### config.mk
export PLATFORM = sky130hd
export DESIGN_NAME = grid_cell_range_enumerator
export DESIGN_NICKNAME = d
export VERILOG_FILES = /design/src/rtl/gcre_pkg.sv /design/src/rtl/gcre_front.sv /design/src/rtl/gcre_queue.sv /design/src/rtl/gcre_back.sv /design/src/rtl/grid_cell_range_enumerator.sv
export VERILOG_INCLUDE_DIRS = /design/src /design/src/rtl
export SDC_FILE = /design/constraint.sdc
export NUM_CORES = 2
export LEC_CHECK = 0
export ABC_AREA = 1
export BUFFER_PORTS_ARGS = -buffer_cell sky130_fd_sc_hd__clkbuf_2
export CORE_MARGIN = 4
export CORE_UTILIZATION = 40
export DETAILED_ROUTE_END_ITERATION = 12
export HOLD_SLACK_MARGIN = 0.02
export SETUP_SLACK_MARGIN = 0.1
export SYNTH_ARGS = -nofsm -noshare
export SYNTH_HDL_FRONTEND = slang
export SYNTH_SLANG_ARGS = --single-unit
### constraint.sdc
create_clock -name clock -period 7.5 [get_ports clock]
set_input_delay 0.75 -clock clock [delete_from_list [all_inputs] [get_ports clock]]
set_output_delay 0.75 -clock clock [all_outputs]
set_load 0.1 [all_outputs]
### src/rtl/grid_cell_range_enumerator_defines.svh
// Assertion macros for the grid cell range enumerator.
// Included by the top level; no other dependencies.
`ifndef GRID_CELL_RANGE_ENUMERATOR_DEFINES_SVH
`define GRID_CELL_RANGE_ENUMERATOR_DEFINES_SVH
`ifndef SYNTH
`define GCRE_ASSERT_IMPLY(label, clk, rst, ante, cons) \
   label: assert property (@(posedge clk) disable iff (rst) (ante) |-> (cons)) \
      else $error("gcre assertion failed");
`define GCRE_ASSERT_NEXT(label, clk, rst, ante, cons) \
   label: assert property (@(posedge clk) disable iff (rst) (ante) |=> (cons)) \
      else $error("gcre assertion failed");
`else
`define GCRE_ASSERT_IMPLY(label, clk, rst, ante, cons)
`define GCRE_ASSERT_NEXT(label, clk, rst, ante, cons)
`endif
`endif

### src/rtl/gcre_pkg.sv
// Package for the grid cell range enumerator: sizes, register indexes and
// the types passed between front end, span queue and back end. No dependencies.
`timescale 1ns / 1ps
package gcre_pkg;
   localparam int MAX_COLUMNS     = 8;
   localparam int MAX_ROWS        = 8;
   localparam int COORD_FRAC_BITS = 16;

   localparam int COORD_W   = 32;
   localparam int SIZE_W    = 31;
   localparam int COUNT_W   = 4;
   localparam int COL_W     = $clog2(MAX_COLUMNS);
   localparam int ROW_W     = $clog2(MAX_ROWS + 1);
   localparam int ACC_W     = COORD_W + COUNT_W + 4;
   localparam int DBL_W     = COORD_W + 2;
   localparam int MAX_DIM   = (MAX_COLUMNS > MAX_ROWS) ? MAX_COLUMNS : MAX_ROWS;
   localparam int STEP_W    = (MAX_DIM > 2) ? $clog2(MAX_DIM) : 1;
   localparam int REQ_W     = 4 * COORD_W;
   localparam int RSP_W     = ((COL_W + ROW_W + 7) / 8) * 8;
   localparam int CSR_IDX_W = 2;

   localparam logic [SIZE_W-1:0] GRID_SIZE_RESET = SIZE_W'(100 << COORD_FRAC_BITS);

   localparam logic [CSR_IDX_W-1:0] REG_GRID_WIDTH   = 2'd0;
   localparam logic [CSR_IDX_W-1:0] REG_GRID_HEIGHT  = 2'd1;
   localparam logic [CSR_IDX_W-1:0] REG_COLUMN_COUNT = 2'd2;
   localparam logic [CSR_IDX_W-1:0] REG_ROW_COUNT    = 2'd3;

   localparam int QUEUE_DEPTH = 2;
   localparam int QPTR_W      = $clog2(QUEUE_DEPTH);

   typedef struct packed {
      logic [SIZE_W-1:0]  grid_width;
      logic [SIZE_W-1:0]  grid_height;
      logic [COUNT_W-1:0] column_count;
      logic [COUNT_W-1:0] row_count;
   } cfg_type;

   typedef struct packed {
      logic [COL_W-1:0] col_first;
      logic [COL_W-1:0] col_last;
      logic [ROW_W-1:0] row_first;
      logic [ROW_W-1:0] row_last;
      logic             no_cells;
   } span_type;

   typedef struct packed {
      logic full;
      logic empty;
   } queue_status_type;
endpackage

### src/rtl/gcre_front.sv
// Front end: accepts a box, scales it and counts cell boundaries below each
// limit, one boundary a cycle, then pushes the cell span. Uses gcre_pkg.
`timescale 1ns / 1ps
module gcre_front (
   input  logic                           clock,
   input  logic                           reset,
   input  gcre_pkg::cfg_type              cfg,
   input  logic                           req_tvalid,
   output logic                           req_tready,
   input  logic [gcre_pkg::REQ_W-1:0]     req_tdata,
   input  gcre_pkg::queue_status_type     queue_status,
   output logic                           push,
   output gcre_pkg::span_type             span
);
   import gcre_pkg::*;

   localparam logic [1:0] F_IDLE  = 2'd0;
   localparam logic [1:0] F_PREP  = 2'd1;
   localparam logic [1:0] F_COUNT = 2'd2;
   localparam logic [1:0] F_PUSH  = 2'd3;

   logic [1:0] state_ff, state_in;
   logic signed [COORD_W-1:0] rx0_ff, rx1_ff, ry0_ff, ry1_ff;
   logic signed [ACC_W-1:0] ax0_ff, ax1_ff, ay0_ff, ay1_ff;
   logic signed [ACC_W-1:0] ax0_in, ax1_in, ay0_in, ay1_in;
   logic signed [ACC_W-1:0] thr_x_ff, thr_y_ff, thr_x_in, thr_y_in;
   logic x_below_ff, x_above_ff, y_below_ff, y_above_ff;
   logic x_below_in, x_above_in, y_below_in, y_above_in;
   logic [STEP_W-1:0] step_ff, step_in;
   logic [COL_W-1:0] ix0_ff, ix1_ff, ix0_in, ix1_in;
   logic [ROW_W-1:0] iy0_ff, iy1_ff, iy0_in, iy1_in;

   logic [SIZE_W-1:0]  w_eff, h_eff;
   logic [COUNT_W-1:0] nc_eff, nr_eff;
   logic signed [ACC_W-1:0] nc_s, nr_s, w_s, h_s, ncw, nrh;
   logic signed [DBL_W-1:0] rx0_dbl, rx1_dbl, ry0_dbl, ry1_dbl, w_d, h_d;
   logic accept;

   always_comb begin
      w_eff  = (cfg.grid_width == '0) ? SIZE_W'(1) : cfg.grid_width;
      h_eff  = (cfg.grid_height == '0) ? SIZE_W'(1) : cfg.grid_height;
      if (cfg.column_count == '0) begin
         nc_eff = COUNT_W'(1);
      end else if (cfg.column_count > COUNT_W'(MAX_COLUMNS)) begin
         nc_eff = COUNT_W'(MAX_COLUMNS);
      end else begin
         nc_eff = cfg.column_count;
      end
      if (cfg.row_count == '0) begin
         nr_eff = COUNT_W'(1);
      end else if (cfg.row_count > COUNT_W'(MAX_ROWS)) begin
         nr_eff = COUNT_W'(MAX_ROWS);
      end else begin
         nr_eff = cfg.row_count;
      end
      nc_s = signed'(ACC_W'(nc_eff));
      nr_s = signed'(ACC_W'(nr_eff));
      w_s  = signed'(ACC_W'(w_eff));
      h_s  = signed'(ACC_W'(h_eff));
      w_d  = signed'(DBL_W'(w_eff));
      h_d  = signed'(DBL_W'(h_eff));
   end

   assign ncw = nc_s * w_s;
   assign nrh = nr_s * h_s;
   assign rx0_dbl = DBL_W'(rx0_ff) <<< 1;
   assign rx1_dbl = DBL_W'(rx1_ff) <<< 1;
   assign ry0_dbl = DBL_W'(ry0_ff) <<< 1;
   assign ry1_dbl = DBL_W'(ry1_ff) <<< 1;

   assign req_tready = (state_ff == F_IDLE);
   assign accept     = req_tvalid && req_tready;
   assign push       = (state_ff == F_PUSH) && !queue_status.full;

   always_comb begin
      span.col_first = ix0_ff;
      span.col_last  = ix1_ff;
      span.row_first = iy0_ff;
      span.row_last  = iy1_ff;
      span.no_cells  = ((ix0_ff == ix1_ff) && x_below_ff) || x_above_ff ||
                       ((iy0_ff == iy1_ff) && y_below_ff) || y_above_ff ||
                       (ix0_ff > ix1_ff) || (iy0_ff > iy1_ff);
   end

   always_comb begin
      state_in   = state_ff;
      ax0_in     = ax0_ff;
      ax1_in     = ax1_ff;
      ay0_in     = ay0_ff;
      ay1_in     = ay1_ff;
      thr_x_in   = thr_x_ff;
      thr_y_in   = thr_y_ff;
      x_below_in = x_below_ff;
      x_above_in = x_above_ff;
      y_below_in = y_below_ff;
      y_above_in = y_above_ff;
      step_in    = step_ff;
      ix0_in     = ix0_ff;
      ix1_in     = ix1_ff;
      iy0_in     = iy0_ff;
      iy1_in     = iy1_ff;
      case (state_ff)
         F_IDLE: begin
            if (accept) begin
               state_in = F_PREP;
            end
         end
         F_PREP: begin
            // 2*n*coord + n*size, compared against 2*k*size below
            ax0_in     = ((ACC_W'(rx0_ff) * nc_s) <<< 1) + ncw;
            ax1_in     = ((ACC_W'(rx1_ff) * nc_s) <<< 1) + ncw;
            ay0_in     = ((ACC_W'(ry0_ff) * nr_s) <<< 1) + nrh;
            ay1_in     = ((ACC_W'(ry1_ff) * nr_s) <<< 1) + nrh;
            thr_x_in   = w_s <<< 1;
            thr_y_in   = h_s <<< 1;
            x_below_in = rx1_dbl < -w_d;
            x_above_in = rx0_dbl > w_d;
            y_below_in = ry1_dbl < -h_d;
            y_above_in = ry0_dbl > h_d;
            step_in    = STEP_W'(1);
            ix0_in     = '0;
            ix1_in     = '0;
            iy0_in     = ROW_W'(1);
            iy1_in     = ROW_W'(1);
            state_in   = (MAX_DIM > 1) ? F_COUNT : F_PUSH;
         end
         F_COUNT: begin
            if (COUNT_W'(step_ff) < nc_eff) begin
               if (ax0_ff >= thr_x_ff) ix0_in = ix0_ff + COL_W'(1);
               if (ax1_ff >= thr_x_ff) ix1_in = ix1_ff + COL_W'(1);
            end
            if (COUNT_W'(step_ff) < nr_eff) begin
               if (ay0_ff > thr_y_ff) iy0_in = iy0_ff + ROW_W'(1);
               if (ay1_ff > thr_y_ff) iy1_in = iy1_ff + ROW_W'(1);
            end
            thr_x_in = thr_x_ff + (w_s <<< 1);
            thr_y_in = thr_y_ff + (h_s <<< 1);
            step_in  = step_ff + STEP_W'(1);
            if (step_ff == STEP_W'(MAX_DIM - 1)) begin
               state_in = F_PUSH;
            end
         end
         F_PUSH: begin
            if (push) begin
               state_in = F_IDLE;
            end
         end
         default: begin
            state_in = F_IDLE;
         end
      endcase
   end

   always_ff @(posedge clock) begin
      if (reset) begin
         state_ff <= F_IDLE;
      end else begin
         state_ff <= state_in;
      end
   end

   always_ff @(posedge clock) begin
      if (accept) begin
         rx0_ff <= req_tdata[COORD_W-1:0];
         rx1_ff <= req_tdata[2*COORD_W-1:COORD_W];
         ry0_ff <= req_tdata[3*COORD_W-1:2*COORD_W];
         ry1_ff <= req_tdata[4*COORD_W-1:3*COORD_W];
      end
      ax0_ff     <= ax0_in;
      ax1_ff     <= ax1_in;
      ay0_ff     <= ay0_in;
      ay1_ff     <= ay1_in;
      thr_x_ff   <= thr_x_in;
      thr_y_ff   <= thr_y_in;
      x_below_ff <= x_below_in;
      x_above_ff <= x_above_in;
      y_below_ff <= y_below_in;
      y_above_ff <= y_above_in;
      step_ff    <= step_in;
      ix0_ff     <= ix0_in;
      ix1_ff     <= ix1_in;
      iy0_ff     <= iy0_in;
      iy1_ff     <= iy1_in;
   end
endmodule

### src/rtl/gcre_queue.sv
// Short span queue between front and back end.
// Uses gcre_pkg for the span type and depth.
`timescale 1ns / 1ps
module gcre_queue (
   input  logic                       clock,
   input  logic                       reset,
   input  logic                       push,
   input  gcre_pkg::span_type         push_data,
   input  logic                       pop,
   output gcre_pkg::span_type         pop_data,
   output gcre_pkg::queue_status_type status
);
   import gcre_pkg::*;

   span_type mem_ff [QUEUE_DEPTH];
   logic [QPTR_W-1:0] wr_ptr_ff, wr_ptr_in, rd_ptr_ff, rd_ptr_in;
   logic [QPTR_W:0]   count_ff, count_in;

   assign status.full  = (count_ff == (QPTR_W+1)'(QUEUE_DEPTH));
   assign status.empty = (count_ff == '0);
   assign pop_data     = mem_ff[rd_ptr_ff];

   always_comb begin
      wr_ptr_in = push ? wr_ptr_ff + QPTR_W'(1) : wr_ptr_ff;
      rd_ptr_in = pop ? rd_ptr_ff + QPTR_W'(1) : rd_ptr_ff;
      count_in  = count_ff + (QPTR_W+1)'(push) - (QPTR_W+1)'(pop);
   end

   always_ff @(posedge clock) begin
      if (push) begin
         mem_ff[wr_ptr_ff] <= push_data;
      end
   end

   always_ff @(posedge clock) begin
      if (reset) begin
         wr_ptr_ff <= '0;
         rd_ptr_ff <= '0;
         count_ff  <= '0;
      end else begin
         wr_ptr_ff <= wr_ptr_in;
         rd_ptr_ff <= rd_ptr_in;
         count_ff  <= count_in;
      end
   end
endmodule

### src/rtl/gcre_back.sv
// Back end: walks a cell span, columns outer and rows inner, one cell per
// transfer into the result register. Uses gcre_pkg.
`timescale 1ns / 1ps
module gcre_back (
   input  logic                       clock,
   input  logic                       reset,
   input  gcre_pkg::span_type         span,
   input  gcre_pkg::queue_status_type queue_status,
   output logic                       pop,
   output logic                       rsp_tvalid,
   input  logic                       rsp_tready,
   output logic [gcre_pkg::RSP_W-1:0] rsp_tdata,
   output logic                       rsp_tuser,
   output logic                       rsp_tlast
);
   import gcre_pkg::*;

   span_type cur_ff, cur_in;
   logic busy_ff, busy_in;
   logic [COL_W-1:0] col_ff, col_in, out_col_ff, out_col_in;
   logic [ROW_W-1:0] row_ff, row_in, out_row_ff, out_row_in;
   logic valid_ff, valid_in, none_ff, none_in, last_ff, last_in;
   logic load_ok, at_end;

   assign load_ok = !valid_ff || rsp_tready;
   assign pop     = !busy_ff && !queue_status.empty;
   assign at_end  = (col_ff == cur_ff.col_last) && (row_ff == cur_ff.row_last);

   assign rsp_tvalid = valid_ff;
   assign rsp_tdata  = RSP_W'({out_row_ff, out_col_ff});
   assign rsp_tuser  = none_ff;
   assign rsp_tlast  = last_ff;

   always_comb begin
      cur_in     = cur_ff;
      busy_in    = busy_ff;
      col_in     = col_ff;
      row_in     = row_ff;
      valid_in   = valid_ff;
      out_col_in = out_col_ff;
      out_row_in = out_row_ff;
      none_in    = none_ff;
      last_in    = last_ff;
      if (pop) begin
         cur_in  = span;
         col_in  = span.col_first;
         row_in  = span.row_first;
         busy_in = 1'b1;
      end
      if (load_ok) begin
         valid_in = busy_ff;
         if (busy_ff) begin
            if (cur_ff.no_cells) begin
               out_col_in = '0;
               out_row_in = '0;
               none_in    = 1'b1;
               last_in    = 1'b1;
               busy_in    = 1'b0;
            end else begin
               out_col_in = col_ff;
               out_row_in = row_ff;
               none_in    = 1'b0;
               last_in    = at_end;
               if (at_end) begin
                  busy_in = 1'b0;
               end else if (row_ff == cur_ff.row_last) begin
                  row_in = cur_ff.row_first;
                  col_in = col_ff + COL_W'(1);
               end else begin
                  row_in = row_ff + ROW_W'(1);
               end
            end
         end
      end
   end

   always_ff @(posedge clock) begin
      if (reset) begin
         busy_ff  <= 1'b0;
         valid_ff <= 1'b0;
      end else begin
         busy_ff  <= busy_in;
         valid_ff <= valid_in;
      end
   end

   always_ff @(posedge clock) begin
      cur_ff     <= cur_in;
      col_ff     <= col_in;
      row_ff     <= row_in;
      out_col_ff <= out_col_in;
      out_row_ff <= out_row_in;
      none_ff    <= none_in;
      last_ff    <= last_in;
   end
endmodule

### src/rtl/grid_cell_range_enumerator.sv
// Grid cell range enumerator, top level: configuration registers, front end,
// span queue and back end. Uses gcre_pkg and grid_cell_range_enumerator_defines.svh.
//
// req_* takes one box per transfer: four signed Q16.16 limits. rsp_* gives one
// transfer per overlapped cell, columns outer and rows inner; rsp_tlast marks
// the final cell of a box, rsp_tuser marks the single result of a box that
// covers no cell. csr_* writes the grid size and cell counts, one register per
// cycle; the user writes them only while the block is idle, and the block
// itself does not enforce it. The front end works on one box at a time: it
// accepts the box, scales it, runs the boundary compares on its shared
// boundary counter and pushes the span, waiting while the queue is full. The
// back end gives one cell per cycle while the receiver does not stall, pausing
// between boxes to load the next span, and the front end works on the next box
// meanwhile.
// A two-entry span queue decouples the two ends: when the receiver stalls, the
// result register holds, the queue fills and then req_tready stays low.
// Reset clears the handshakes and loads the register reset values
// (100.0 by 100.0 grid, 8 columns, 8 rows).
`timescale 1ns / 1ps
`include "grid_cell_range_enumerator_defines.svh"
module grid_cell_range_enumerator (
   input  logic                              clock,
   input  logic                              reset,
   input  logic                              req_tvalid,
   output logic                              req_tready,
   // box_min_x, box_max_x, box_min_y, box_max_y
   input  logic [gcre_pkg::REQ_W-1:0]        req_tdata,
   output logic                              rsp_tvalid,
   input  logic                              rsp_tready,
   // column_index, row_index, zero pad
   output logic [gcre_pkg::RSP_W-1:0]        rsp_tdata,
   // no_cells
   output logic                              rsp_tuser,
   output logic                              rsp_tlast,
   input  logic                              csr_wr_en,
   input  logic [gcre_pkg::CSR_IDX_W-1:0]    csr_index,
   input  logic [gcre_pkg::SIZE_W-1:0]       csr_wdata
);
   import gcre_pkg::*;

   cfg_type cfg_ff, cfg_in;
   span_type front_span, queue_span;
   queue_status_type queue_status;
   logic push, pop;

   always_comb begin
      cfg_in = cfg_ff;
      if (csr_wr_en) begin
         case (csr_index)
            REG_GRID_WIDTH:   cfg_in.grid_width   = csr_wdata;
            REG_GRID_HEIGHT:  cfg_in.grid_height  = csr_wdata;
            REG_COLUMN_COUNT: cfg_in.column_count = csr_wdata[COUNT_W-1:0];
            REG_ROW_COUNT:    cfg_in.row_count    = csr_wdata[COUNT_W-1:0];
            default:          cfg_in = cfg_ff;
         endcase
      end
   end

   always_ff @(posedge clock) begin
      if (reset) begin
         cfg_ff.grid_width   <= GRID_SIZE_RESET;
         cfg_ff.grid_height  <= GRID_SIZE_RESET;
         cfg_ff.column_count <= COUNT_W'(MAX_COLUMNS);
         cfg_ff.row_count    <= COUNT_W'(MAX_ROWS);
      end else begin
         cfg_ff <= cfg_in;
      end
   end

   gcre_front u_front (
      .clock        (clock),
      .reset        (reset),
      .cfg          (cfg_ff),
      .req_tvalid   (req_tvalid),
      .req_tready   (req_tready),
      .req_tdata    (req_tdata),
      .queue_status (queue_status),
      .push         (push),
      .span         (front_span)
   );

   gcre_queue u_queue (
      .clock     (clock),
      .reset     (reset),
      .push      (push),
      .push_data (front_span),
      .pop       (pop),
      .pop_data  (queue_span),
      .status    (queue_status)
   );

   gcre_back u_back (
      .clock        (clock),
      .reset        (reset),
      .span         (queue_span),
      .queue_status (queue_status),
      .pop          (pop),
      .rsp_tvalid   (rsp_tvalid),
      .rsp_tready   (rsp_tready),
      .rsp_tdata    (rsp_tdata),
      .rsp_tuser    (rsp_tuser),
      .rsp_tlast    (rsp_tlast)
   );

   `GCRE_ASSERT_IMPLY(a_empty_is_last, clock, reset, rsp_tvalid && rsp_tuser, rsp_tlast)
   `GCRE_ASSERT_IMPLY(a_empty_zero_idx, clock, reset, rsp_tvalid && rsp_tuser, rsp_tdata == '0)
   `GCRE_ASSERT_IMPLY(a_row_from_one, clock, reset, rsp_tvalid && !rsp_tuser, rsp_tdata[COL_W+ROW_W-1:COL_W] != '0)
   `GCRE_ASSERT_NEXT(a_one_box_at_once, clock, reset, req_tvalid && req_tready, !req_tready)
   `GCRE_ASSERT_IMPLY(a_no_overflow, clock, reset, queue_status.full, !push)
endmodule
# == Yosys cells after proc, flatten, opt, wreduce, memory -nomap -nowiden ==
# Memory sizes are Yosys's and may differ from the RTL's. A register that Yosys moved wholly into a read port is not among the register bits.
# Cells that the tools add are included.
# op_classes
addsub,19
shifts,0
n_eq_ne,21
n_reduce_logical,34
magnitude_cmp,14
bitwise,0
div_mod_pow,0
multipliers,6
n_mux,47
# op_table
op,n
adder 40 bit,4
one-hot mux 40 bit (2 select lines),2
multiplier 32 x 5 -> 37 bit,4
adder 40 x 33 -> 40 bit,2
>= comparator 40 bit,2
> comparator 40 bit,2
multiplier 4 x 31 -> 35 bit,2
less-than comparator 33 x 34 -> 1 bit,2
negation 31 -> 34 bit,2
> comparator 33 x 32 -> 1 bit,2
zero test 31 bit,2
2-to-1 mux 31 bit,2
2-to-1 mux 4 bit,14
2-to-1 mux 3 bit,10
one-hot mux 3 bit (2 select lines),3
inequality test 2 x 1 -> 1 bit (second input constant),8
one-hot mux 4 bit (2 select lines),2
AND reduction 3 bit,5
adder 3 x 1 -> 3 bit (second input constant),4
adder 4 x 1 -> 4 bit (second input constant),3
== test 2 bit (second input constant),5
2-to-1 mux 1 bit,10
AND reduction 2 bit,5
== test 4 bit,2
19 further kinds,42
# totals
mem_bits_ro,0
register_bits,495
latch_bits,0
output_inout_bits,12
n_memories,1
in_bits,166
wordCells,181
ram_bits,30
# mem_list
name,words,width,rd,rd_ports_with_merged_regs,write_ports,line,text
u_queue.mem_ff,2,15,1,1,1,gcre_queue.sv:15,span_type mem_ff [QUEUE_DEPTH];

# == Logic depth before layout (Yosys ltp) ==
# depth
depth_word,9
depth_mapped,37
ltp_nobuf,36

# == Cells and area by module ==
# From an unflattened synthesis, not the netlist that was laid out.
# hier_totals
cells_unflattened,9355
area_unflattened_um2,67383.4
# by_module_without_submodules
mod,seq_area_each_um2,area_each_um2,cells_per_inst,n_inst
gcre_front,11481.0,61645.4,8684,1
grid_cell_range_enumerator,1401.3,2920.3,441,1
gcre_back,810.8,1455.1,152,1
gcre_queue,1001.0,1362.6,78,1

# == Worst setup path after synthesis ==
# No wires, ideal clock.
# synth_timing
path_kind,reg-to-reg
start,reg cfg_ff[7] (netlist bit)
end,"reg u_front.ax0_ff[35], data pin"
slack_ns,1.911
n_path_buf,2
synth_period_minus_slack_ns,5.589
required_ns,7.248
t_arrival_ns,5.337
setup_ns,0.252
path_stages_with_launch,33
path_cell_list,dfxtp_1 clkbuf_1 nor2_1 inv_2 clkbuf_1 nor2_1 ha_1 fa_1 inv_1 fa_1 inv_1 ha_1 nand2_1 nor2_1 a21oi_1 o31ai_1 nand3_1 nand2_1 xnor2_1 inv_1 ha_1 nand2_1 nor2_1 nand2_1 o21a_1 o21ai_0 nand4_1 nand3_1 nand2_1 nand2_2 nand2_2 nand3_1 nand2_1
# synth_via
elab_chain_len,5
word_cells_on_any_way,7
classes_between,add/sub (1); mul (2); order compare (1); mux (2); reduce/logical (1)
# synth_rtl
item,line,text
from (decl),grid_cell_range_enumerator.sv:41,"cfg_type cfg_ff, cfg_in;"
from (signal assigned),grid_cell_range_enumerator.sv:66,cfg_ff <= cfg_in;
> comparator 4 bit,gcre_front.sv:44,end else if (cfg.column_count > COUNT_W'(MAX_COLUMNS)) begin
2-to-1 mux 4 bit,gcre_front.sv:44,
2-to-1 mux 4 bit (*),gcre_front.sv:42,if (cfg.column_count == '0) begin
multiplier 32 x 5 -> 37 bit / multiplier 4 x 31 -> 35 bit (equally long branches),"gcre_front.sv:110, gcre_front.sv:64",
adder 40 bit (*),gcre_front.sv:110,ax0_in = ((ACC_W'(rx0_ff) * nc_s) <<< 1) + ncw;
to (signal assigned),gcre_front.sv:169,ax0_ff <= ax0_in;
to (decl),gcre_front.sv:24,"logic signed [ACC_W-1:0] ax0_ff, ax1_ff, ay0_ff, ay1_ff;"
# Every way passes the cells marked *; elsewhere a longest branch is shown, timed or not.
# A chain may end at the register's enable or synchronous reset.

# == Final worst setup path ==
# layout_timing
start,reg cfg_ff[65] (netlist bit)
end,"reg u_front.ax0_ff[35], data pin"
# layout_via
elab_chain_len,4
# layout_rtl
item,line,text
zero test 31 bit,gcre_front.sv:40,w_eff = (cfg.grid_width == '0) ? SIZE_W'(1) : cfg.grid_width;
2-to-1 mux 31 bit (*),gcre_front.sv:40,
multiplier 4 x 31 -> 35 bit (*),gcre_front.sv:64,assign ncw = nc_s * w_s;
adder 40 bit (*),gcre_front.sv:110,
# Marked as above.

==> metrics.cfg <==
[logic_synthesis]
yosysTopAreaCell=edfxtp_1
async_flop_share=0
yosysSeqAreaShare=0.220
synth.distinct_cells=71
synth.avg_cell_area_sq_um=7.25
synth.most_common_cell=nand2_1
ys_top_cells_by_count=nand2_1, inv_1, nor2_1
ys_warn_count=0
syn_inst=9297
synth_edf_count=436
synth_area_sq_um=67400
synth_flop_cell=edfxtp_1
synthTopCellsByArea=edfxtp_1, ha_1, nand2_1
yosys.area.top_type_share=0.194
ys_seq_elements=522

[die]
die-area_sq_um=175000
fp.coreArea_sq_um=167000
num_rows=150
die_h_um=418
start_util=0.403
io-pin-count=178
die_w_um=418

[clock_network]
hold_buffers=0
clockBufferDepth=3
cts.sinks=522
cts_buffers=71
cts_tree=done
cts_root_buf=clkbuf_16
clk_pin_slew_ns=0.06
clock_latency_ns=0.71
cts.htree.levels=3

[place]
gp_congestion=0.991
place_ws_ns=0.405
placed_cell_area_sq_um=70900
place_hpwl_mm=200
portBuffers=176

[critical_path]
worstPathArrival_ns=7.40
start_kind=flip-flop
cp_max_fo=6
crit_path_end_kind=flip-flop
cp_slowest_stage_delay_ns=0.61
crit_required_ns=7.95
critPathKind=reg2reg
path_buf_inv=2
cp_common_cell=nand2_1
cp_top_family=simple AND/OR/NAND/NOR gates
cpMaxStageDelayCell=nor3_1

[timing]
fmax_mhz=144
slew_headroom=0.219
hold_viol_final=0
skew_ns=0.0301
final.setup.tns_ns=0
rsz0062_at_grt=false
worstMarginPinSlew_ns=1.16
setup_viol=0
fin_ws_ns=0.546
min_period_ns=6.95
period_share=0.927
drv_slew=0

[finish]
area_growth_pct=8.75
drive_above_1_share=0.0608
postLayoutCoreUtil=0.438
nets=10800
final_area_sq_um=73300

[power_and_ir_drop]
finalPower_mw=18.5
power_density_nw_per_um2=252
power.leakage_nw=38.3
peakVddDrop_uv=276

[global_routing]
grt_overflow=0
antenna_found_initial=7
grt_max_degree=79
grt_use_total=0.267
first_global_vias=60300
grt_pass1_wl_mm=356

[routing]
num_vias=60900
drt_first_iter_violations=4414
drcViolationCount=0
drt-total-wl_mm=236
wl_per_cell_um=20.2
dr.pass1.iters=6
drtAntennaViolNets=0
routed_via_density=5.22

[worst_hold_path]
hp-class=in2reg

[flow_run]
max-cap-violations=0

[outcome]
status=complete, no violations

## per-layer routing
metal / GRT usage / share of wire
met4: 0.167 / 0.077
met2: 0.460 / 0.47
met5: 0 / 0
met3: 0.0302 / 0.048
met1: 0.317 / 0.40
## power breakdown
part / internal [mW] / leakage, nW / switching [mW]
registers: 4.53 / 4.84 / 0.807
clock network: 2.06 / 1.15 / 1.49
logic: 3.06 / 32.3 / 6.54
## kinds of logic after synthesis
group | after synthesis | share of synthesized area
buffers and inverters | 2089 | 0.117
adder cells (fa/ha/maj) | 1248 | 0.274
AO/OA/AOI/OAI | 1365 | 0.111
AND/OR/NAND/NOR | 3725 | 0.232
other | 1 | 0.0000557
multiplexers | 16 | 0.00266
XOR/XNOR | 331 | 0.0432
flip-flops | 522 | 0.220
## registers in the layout, summed over array words and instances, names as in the netlist, 39 cells and up, named ones only
signal            cells
u_front.ax0_ff       39
cfg_ff               70
u_front.thr_y_ff     39
u_front.thr_x_ff     39
u_front.ay0_ff       39
u_front.ax1_ff       40
u_front.ay1_ff       40
## metrics by stage
stage / hold slack, ns / cells
after global placement: 0.435 / 11600
after floorplan: 0.424 / 9303
final: 0.216 / 11700
after CTS: 0.173 / 11700
after global routing: 0.188 / 11700
after detailed placement: 0.444 / 11600
## placed cells by master, fill, tap and decap left out, types with 11 or more instances in the layout
master / Yosys / final
nand2_1: 2063 / 2063
inv_1: 1872 / 1865
nor2_1: 921 / 919
ha_1: 866 / 863
a21oi_1: 715 / 714
edfxtp_1: 436 / 436
fa_1: 382 / 382
o21ai_0: 376 / 375
nand3_1: 287 / 287
xor2_1: 186 / 186
clkbuf_2: 7 / 176
nand4_1: 148 / 148
xnor2_1: 143 / 143
dfxtp_1: 86 / 84
nor3_1: 77 / 77
clkbuf_16: 0 / 71
nand2_2: 70 / 70
buf_4: 1 / 68
a31oi_1: 51 / 51
o211ai_1: 42 / 42
o21bai_1: 35 / 35
nor2_2: 34 / 34
o21a_1: 31 / 31
nand3_2: 22 / 22
a21o_1: 22 / 22
nand3b_1: 22 / 22
nor4_1: 22 / 21
inv_2: 14 / 20
or2_2: 17 / 17
o21ai_1: 16 / 16
a211oi_1: 15 / 15
mux2_2: 15 / 15
clkinv_1: 2 / 14
o31ai_1: 11 / 11
## layout make-up
cell class / count / area [sq um]
Fill cell: 17200 / 93900
Multi-Input combinational cell: 6692 / 44800
Sequential cell: 522 / 14800
Inverter: 1888 / 7100
Tap cell: 2204 / 2760
Clock buffer: 83 / 1840
Timing Repair Buffer: 245 / 1410
Clock inverter: 47 / 556
Antenna cell: 3 / 7.51
## timing repair
action,CTS,global route
setup endpoints to repair,0,11
gates resized for setup,0,2
setup buffers,0,0
## worst paths after layout
check | startpoint | end | slack [ns] | depth (start not counted)
worst max register to register | cfg_ff[65] | u_front.ax0_ff[35] | 0.55 | 31
worst min-delay path | req_tdata[122] | u_front.ry1_ff[26] | 0.22 | 1
worst min register to register | u_back.cur_ff[8] | u_back.row_ff[3] | 0.46 | 2
worst max-delay path | cfg_ff[65] | u_front.ax0_ff[35] | 0.55 | 31
Power figures use the tool's default switching activity.
